`config.mk`:
```
export PLATFORM = sky130hd
export DESIGN_NAME = lru_recency_tracker
export DESIGN_NICKNAME = d
export VERILOG_FILES = /design/src/lrt_pkg.sv /design/src/lru_recency_tracker.sv /design/src/lrt_ctrl.sv /design/src/lrt_datapath.sv
export VERILOG_INCLUDE_DIRS = /design/src /design/src/src
export SDC_FILE = /design/constraint.sdc
export NUM_CORES = 1
export LEC_CHECK = 0
export BUFFER_PORTS_ARGS = -buffer_cell sky130_fd_sc_hd__buf_2
export CORE_ASPECT_RATIO = 1.4
export CORE_MARGIN = 5
export CORE_UTILIZATION = 35
export DETAILED_ROUTE_END_ITERATION = 7
export GPL_TIMING_DRIVEN = 0
export PLACE_DENSITY = 0.52
export REMOVE_ABC_BUFFERS = 1
export SLEW_MARGIN = 10
export SYNTH_ARGS = -nofsm -noshare
export SYNTH_HDL_FRONTEND = slang
export SYNTH_SLANG_ARGS = --single-unit
```
`constraint.sdc`:
```
create_clock -name clk -period 4 [get_ports clk]
set_input_delay 0.8 -clock clk [delete_from_list [all_inputs] [get_ports clk]]
set_output_delay 0.8 -clock clk [all_outputs]
set_load 0.01 [all_outputs]
```
`src/assert_macros.svh`:
```
// ----------------------------------------------------------------------------
// assert_macros
// assertion helpers used by the lru_recency_tracker rtl file
// ----------------------------------------------------------------------------
`ifndef ASSERT_MACROS_SVH
`define ASSERT_MACROS_SVH

// same-cycle implication, disabled during reset
`define ASSERT_IMPLIES(label, clk, rst, ante, cons) \
  label: assert property (@(posedge clk) disable iff (rst) (ante) |-> (cons)) \
    else $error("assertion failed: same-cycle implication");

// next-cycle implication, disabled during reset
`define ASSERT_NEXT(label, clk, rst, ante, cons) \
  label: assert property (@(posedge clk) disable iff (rst) (ante) |=> (cons)) \
    else $error("assertion failed: next-cycle implication");

`endif

```
`src/lrt_pkg.sv`:
```
// ----------------------------------------------------------------------------
// lrt_pkg
// shared constants and control types of the lru recency tracker
// ----------------------------------------------------------------------------
package lrt_pkg;

  localparam int WAYS   = 4;
  localparam int KEY_W  = 8;
  localparam int RANK_W = 2;
  localparam int IDX_W  = (WAYS > 1) ? $clog2(WAYS) : 1;
  localparam int OCC_W  = $clog2(WAYS + 1);

  // commands from the controller to the datapath
  typedef struct packed {
    logic load_key;
    logic update;
  } lrt_cmd_t;

  // controller states
  typedef enum logic [1:0] {
    S_IDLE   = 2'b01,
    S_UPDATE = 2'b10
  } lrt_state_t;

endpackage

```
`src/lru_recency_tracker.sv`:
```
// ----------------------------------------------------------------------------
// lru_recency_tracker
// least-recently-used tracker for a small cache of keyed entries
// ----------------------------------------------------------------------------
// usage:
//   input channel  in_valid / in_stall carries one access key per beat
//   output channel out_valid / out_stall carries hit, hit_rank, evict_valid
//   and evict_key, one beat per access, in access order
//   an access goes through S_IDLE, which takes the key, and S_UPDATE, which does
//   the parallel compare against all resident keys and the move-to-front update
//   and loads the result register; in_stall is high in S_UPDATE, so the next
//   key is taken only after the update of the access before it
//   the next key is taken while a result still waits in the output register
//   if out_stall stays high, the update of the following access waits in the
//   controller until the result register frees up, and in_stall holds high
//   reset (rst, synchronous) empties the cache: occupancy goes to zero and
//   the output channel goes idle; no clearing pass is needed
// ----------------------------------------------------------------------------
`include "assert_macros.svh"

module lru_recency_tracker (
  input  logic                        clk,
  input  logic                        rst,
  input  logic                        in_valid,
  output logic                        in_stall,
  input  logic [lrt_pkg::KEY_W-1:0]   key,
  output logic                        out_valid,
  input  logic                        out_stall,
  output logic                        hit,
  output logic [lrt_pkg::RANK_W-1:0]  hit_rank,
  output logic                        evict_valid,
  output logic [lrt_pkg::KEY_W-1:0]   evict_key
);

  lrt_pkg::lrt_cmd_t cmd;

  // sequencer
  lrt_ctrl u_ctrl (
    .clk       (clk),
    .rst       (rst),
    .in_valid  (in_valid),
    .in_stall  (in_stall),
    .out_valid (out_valid),
    .out_stall (out_stall),
    .cmd       (cmd)
  );

  // key store and compare logic
  lrt_datapath u_datapath (
    .clk         (clk),
    .rst         (rst),
    .cmd         (cmd),
    .key         (key),
    .hit         (hit),
    .hit_rank    (hit_rank),
    .evict_valid (evict_valid),
    .evict_key   (evict_key)
  );

  // checks
  `ASSERT_NEXT(a_one_at_a_time, clk, rst, in_valid && !in_stall, in_stall)
  `ASSERT_IMPLIES(a_evict_only_on_miss, clk, rst, out_valid && evict_valid, !hit)
  `ASSERT_IMPLIES(a_miss_rank_zero, clk, rst, out_valid && !hit, hit_rank == '0)
  `ASSERT_IMPLIES(a_no_evict_key_zero, clk, rst, out_valid && !evict_valid, evict_key == '0)

endmodule

```
`src/lrt_ctrl.sv`:
```
// ----------------------------------------------------------------------------
// lrt_ctrl
// sequencer for one access: take the key, then update the list and load the
// result register once the output side has room
// ----------------------------------------------------------------------------
module lrt_ctrl (
  input  logic              clk,
  input  logic              rst,
  input  logic              in_valid,
  output logic              in_stall,
  output logic              out_valid,
  input  logic              out_stall,
  output lrt_pkg::lrt_cmd_t cmd
);

  lrt_pkg::lrt_state_t state, state_next;
  logic                out_free;

  // result register is free when empty or being taken this cycle
  assign out_free = !out_valid || !out_stall;

  assign in_stall     = (state != lrt_pkg::S_IDLE);
  assign cmd.load_key = (state == lrt_pkg::S_IDLE) && in_valid;
  assign cmd.update   = (state == lrt_pkg::S_UPDATE) && out_free;

  // next state
  always_comb begin
    state_next = state;
    case (state)
      lrt_pkg::S_IDLE: begin
        if (in_valid) state_next = lrt_pkg::S_UPDATE;
      end
      lrt_pkg::S_UPDATE: begin
        if (out_free) state_next = lrt_pkg::S_IDLE;
      end
      default: state_next = lrt_pkg::S_IDLE;
    endcase
  end

  // state and output beat flag
  always_ff @(posedge clk) begin
    if (rst) begin
      state     <= lrt_pkg::S_IDLE;
      out_valid <= 1'b0;
    end else begin
      state <= state_next;
      if (cmd.update) out_valid <= 1'b1;
      else if (!out_stall) out_valid <= 1'b0;
    end
  end

endmodule

```
`src/lrt_datapath.sv`:
```
// ----------------------------------------------------------------------------
// lrt_datapath
// recency-ordered key registers, occupancy count, parallel key compare and
// the result register
// ----------------------------------------------------------------------------
module lrt_datapath (
  input  logic                        clk,
  input  logic                        rst,
  input  lrt_pkg::lrt_cmd_t           cmd,
  input  logic [lrt_pkg::KEY_W-1:0]   key,
  output logic                        hit,
  output logic [lrt_pkg::RANK_W-1:0]  hit_rank,
  output logic                        evict_valid,
  output logic [lrt_pkg::KEY_W-1:0]   evict_key
);

  logic [lrt_pkg::KEY_W-1:0] key_reg;
  logic [lrt_pkg::KEY_W-1:0] keys [lrt_pkg::WAYS];
  logic [lrt_pkg::OCC_W-1:0] occ;

  logic [lrt_pkg::WAYS-1:0]  match;
  logic                      found;
  logic [lrt_pkg::IDX_W-1:0] rank;
  logic                      full;
  logic [lrt_pkg::RANK_W-1:0] rank_sat;

  // compare against every resident position
  always_comb begin
    for (int i = 0; i < lrt_pkg::WAYS; i++) begin
      match[i] = (lrt_pkg::OCC_W'(i) < occ) && (keys[i] == key_reg);
    end
  end

  // first matching position is the hit rank
  always_comb begin
    found = 1'b0;
    rank  = '0;
    for (int i = lrt_pkg::WAYS - 1; i >= 0; i--) begin
      if (match[i]) begin
        found = 1'b1;
        rank  = lrt_pkg::IDX_W'(i);
      end
    end
  end

  assign full = (occ == lrt_pkg::OCC_W'(lrt_pkg::WAYS));

  // rank saturates at the top of the output field
  always_comb begin
    if (32'(rank) > 3) rank_sat = '1;
    else rank_sat = lrt_pkg::RANK_W'(rank);
  end

  // latch the accepted key
  always_ff @(posedge clk) begin
    if (cmd.load_key) key_reg <= key;
  end

  // move to front: on a hit only the more recent keys shift back
  always_ff @(posedge clk) begin
    if (cmd.update) begin
      keys[0] <= key_reg;
      for (int i = 1; i < lrt_pkg::WAYS; i++) begin
        if (!found || (lrt_pkg::IDX_W'(i) <= rank)) keys[i] <= keys[i-1];
      end
    end
  end

  // occupancy grows on a miss until full
  always_ff @(posedge clk) begin
    if (rst) begin
      occ <= '0;
    end else if (cmd.update && !found && !full) begin
      occ <= occ + 1'b1;
    end
  end

  // result register
  always_ff @(posedge clk) begin
    if (cmd.update) begin
      hit         <= found;
      hit_rank    <= found ? rank_sat : '0;
      evict_valid <= !found && full;
      evict_key   <= (!found && full) ? keys[lrt_pkg::WAYS-1] : '0;
    end
  end

endmodule

```
# Yosys cells after proc, flatten, opt, wreduce, memory -nomap -nowiden
# Memory sizes are Yosys's and may differ from the RTL's.
# Cells that the tools add are included.
word_totals:
  mem_bits_rw: 32
  in_bits: 12
  wordCells: 70
  out_inout_bits: 14
  n_memories: 1
  regBits: 26
mem_list:
  columns: ["memory", "words", "word_bits", "read_ports", "rd_clocked_by_memory_dff", "write_ports", "line", "rtl"]
  rows:
  - ["u_datapath.keys", 4, 8, 4, 0, 4, "lrt_datapath.sv:18", "logic [lrt_pkg::KEY_W-1:0] keys [lrt_pkg::WAYS];"]
op_classes:
  reduce_logical: 18
  addsub: 1
  n_eq_ne: 11
  n_lt_le_gt_ge: 7
  mux: 24
op_table:
  columns: ["op", "n"]
  rows:
  - ["8-bit == test", 4]
  - ["1-bit 2-to-1 mux", 17]
  - ["2-bit 2-to-1 mux", 6]
  - ["1-bit logical AND", 9]
  - ["1-bit by 3-bit < comparator with 1-bit output, first input constant", 2]
  - ["2-bit by 3-bit < comparator with 1-bit output, first input constant", 2]
  - ["2-bit by 1-bit inequality test with 1-bit output, second input constant", 3]
  - ["2-bit less-or-equal comparator, first input constant", 2]
  - ["1-bit logical NOT", 4]
  - ["1-bit logical OR", 4]
  - ["2-bit one-hot mux with 2 select lines", 1]
  - ["3-bit by 1-bit adder with 3-bit output, second input constant", 1]
  - ["3-bit == test, second input constant", 1]
  - ["2-bit by 1-bit == test with 1-bit output, second input constant", 1]
  - ["2-bit == test, second input constant", 1]
  - ["1-bit by 2-bit less-or-equal comparator with 1-bit output, first input constant", 1]
  - ["2-bit inequality test, second input constant", 1]
  - ["2-bit AND reduction", 1]

# Logic depth before layout (Yosys ltp)
logic_depth:
  depth_word: 11
  ltp_mapped: 6
  depth_no_buf: 6

# Hierarchy
# From an unflattened synthesis, not the netlist that was laid out.
unflattened:
  hier_cells: 149
  hier_area_um2: 2354.8
modules_own_cells:
  columns: ["module", "cells_each", "area_each_um2", "seq_area_each_um2", "n_inst"]
  rows:
  - ["lrt_datapath", 136, 2234.6, 1621.6, 1]
  - ["lrt_ctrl", 13, 120.1, 60.1, 1]

# Worst setup path before layout
# Ideal clock, no wire load.
synth_timing:
  kind: "input to register"
  startpoint: "in out_stall"
  endpoint: "mem u_datapath.keys[3][0] in the netlist's numbering, enable pin"
  setup_time_ns: 0.310
  t_arrival_ns: 2.649
  stages: 3
  setup_slack_ns: 1.041
  t_required_ns: 3.690
  n_path_buf: 0
  cell_sequence: "a21oi_1 and3_4 and2_2"
synth_lines:
  columns: ["element", "line", "rtl"]
  rows:
  - ["start, declared", "lru_recency_tracker.sv:28", "input logic out_stall,"]
  - ["end, declared", "lrt_datapath.sv:18", null]

==> flow_summary.toml <==
[die]
die-area_um2 = 8471
die_width_um = 79.23
initial_utilization = 0.3575
coreArea_um2 = 6569
boundaryPins = 26
floorplan.die.height_um = 106.9
std_cell_rows = 35

[global_route]
grt_antenna_before_repair = 0
groute.usage.overall = 0.09910
grt_max_degree = 15
grt_pass1_wl_mm = 6.244
via_count_of_the_first_global_routing_pass = 1326
overflow = 0

[worst_setup_path]
critPathKind = "register to register"
crit_path_max_fanout = 14
critical_path_endpoint_category = "register"
worstPathArrival_ns = 2.25
regToRegEndpoint = "u_datapath.keys[3][5]"
reg2reg_setup_slack_ns = 1.77
crit_required_ns = 4.01
worst_r2r_path_depth = 5
worstReg2RegStart = "u_ctrl.state[1]"
timing.critical_path.from_type = "register"

[placed_design]
place.port_buffers = 25
placedCellCount = 250
place_congestion = 0.7678
dpl.hpwl_mm = 2.826
placed_cell_area_um2 = 2585

[route]
drt_pre_antenna_iters = 4
drtAntennaViolNets = 0
remaining_drcs = 0
wl_per_cell_um = 14.00
detail_route.wirelength_mm = 3.696
detailroute.via_count = 1240
detail_route.iter0.violations = 63
vias_per_cell = 4.697

[final_layout]
layoutNonFillerInstCount = 264
drive_above_1_share = 0.2263
layout.cell_area.non_filler_um2 = 2728
antenna_cells_inserted = 0
layout.nets = 201
areaGrowthSynthToFinish_pct = 16.14
largest_reg_flops = 32

[worst_hold_path]
holdCritStartpoint = "u_datapath.keys[1][1]"
whs_endpoint = "u_datapath.keys[2][1]"
min-delay-path-class = "register to register"
hold-path-cell-count = 0

[clocking]
quantity_of_hold_fixing_buffers_added_after_cts = 0
count_of_instances_resized_after_the_clock_tree_is_built = 0
numCtsBuffers = 9
cts.root.buffer_cell = "clkbuf_8"
postCtsSetupBuffers = 0
clk_pin_slew_ns = 0.06
cts_sink_count = 58
clk_latency_ns = 0.32
cts_tree = "yes"
ctsLongestPathBuffers = 2
ctsHtreeMaxLevel = 3

[timing]
final-max-slew-violation-count = 0
rsz0062_at_grt = "false"
worstMarginPinSlew_ns = 0.5898
final-hold-violation-count = 0
worst_slew_margin_rel = 0.6068
min_period_over_period = 0.5583
finalHoldWorstSlack_ns = 0.4646
final-setup-viol-count = 0
final.setup_skew_ns = 0.004741
setup_total_negative_slack_ns = 0
fin_crit_ns = 2.233
f_max_ghz = 0.4478

[synthesis]
number_of_distinct_library_cells_after_synthesis = 28
postSynthRegisterBits = 58
yosysSeqAreaShare = 0.7160
synthesis.area_per_instance_um2 = 15.66
synth_cells = 150
yosysWarnings = 0
post_synth_instance_area_um2 = 2349

[power_and_ir_drop]
leakagePower_nw = 0.9475
power.density_nw_per_um2 = 418.4
vdd_ir_drop_max_v = 0.0002616
p_total_mw = 1.141

[outcome]
outcome = "finished clean"

[run]
max-cap-violations = 0
==> report_power, final <==
part | switching [mW] | total (mW) | internal, mW
registers | 0.0153 | 0.687 | 0.671
logic | 0.0227 | 0.0439 | 0.0212
clock network | 0.194 | 0.411 | 0.216
==> cells by family (layout without fill, tap and decap cells) <==
logic type | Yosys count | after routing | share of synthesized area
DFF | 58 | 58 | 0.7160
and+or+nand+nor | 44 | 44 | 0.1183
xor gates and xnor gates | 32 | 32 | 0.1193
AOI/OAI and AO/OA | 8 | 8 | 0.02025
buffers and inverters | 4 | 44 | 0.006391
adders and majority gates | 2 | 2 | 0.01065
muxes | 2 | 2 | 0.009057
==> worst max-delay path by stage <==
| stage | slack, ns | endpoint | from |
|---|---|---|---|
| 2_1_floorplan | 1.04 | u_datapath.keys[3][0] | out_stall |
| 5_1_grt | 1.62 | u_datapath.keys[3][5] | u_ctrl.state[1] |
| 3_3_place_gp | 0.31 | u_datapath.keys[3][4] | out_stall |
| 3_5_place_dp | 1.44 | u_datapath.keys[3][4] | out_stall |
| 4_1_cts | 1.70 | u_datapath.keys[3][5] | u_ctrl.state[1] |
| 6_report | 1.77 | u_datapath.keys[3][5] | u_ctrl.state[1] |
==> synthesized netlist by cell type, drive strengths merged <==
master	n	area, um2
nand2	4	15.01
nor2b	1	6.260
and3	1	11.26
and4	1	8.760
mux2i	1	10.01
a211oi	1	7.510
nand3	1	5.000
or2b	1	8.760
edfxtp	52	1562
ha	2	25.02
nor2	5	18.77
a31oi	1	6.260
a21oi	5	25.02
nor3	5	25.02
xnor2	6	52.55
inv	4	15.01
dfxtp	6	120.1
nand3b	1	7.510
xor2	26	227.7
mux2	1	11.26
and4b	1	13.76
o2111ai	1	8.760
nor4	4	37.53
and2	11	70.07
nand2b	4	25.02
nand4	4	25.02
==> cell type report <==
cell class	count	area, um2
sequential	58	1682
timing repair buffer	26	140.1
tap	74	92.59
clock buffer	13	138.9
fill	618	3841
multi-input combinational	88	655.6
inverter	4	15.01
clock inverter	1	3.754
==> metrics by stage <==
step / worst slack [ns] / utilization
finish: 1.767 / 0.4152
detailed placement: 1.438 / 0.3935
global placement: 0.3059 / 0.3907
global route: 1.624 / 0.4152
CTS: 1.703 / 0.4152
floorplan: 1.041 / -
==> placed cells by master, fill, tap and decap left out, drive strengths merged, types with 2 or more instances in the layout <==
cell type,count
ha,2
nor4,4
a21oi,5
inv,4
nand4,4
buf,26
xor2,26
clkbuf,13
xnor2,6
and2,11
nor3,5
nand2b,4
nand2,4
nor2,5
edfxtp,52
dfxtp,6
==> metal layers <==
metal / GRT usage / wire, um
met4: 0.06265 / 109
met3: 0.02857 / 139
met2: 0.1693 / 1968
met1: 0.1056 / 1479
met5: 0 / 0
==> critical path: stages, from the launching register on <==
cell and delay (ns):
dfxtp_1 0.34, or2b_2 0.33, a21oi_2 0.46, buf_8 0.23, and3_4 0.28, and2_2 0.28
Power figures use the tool's default switching activity.
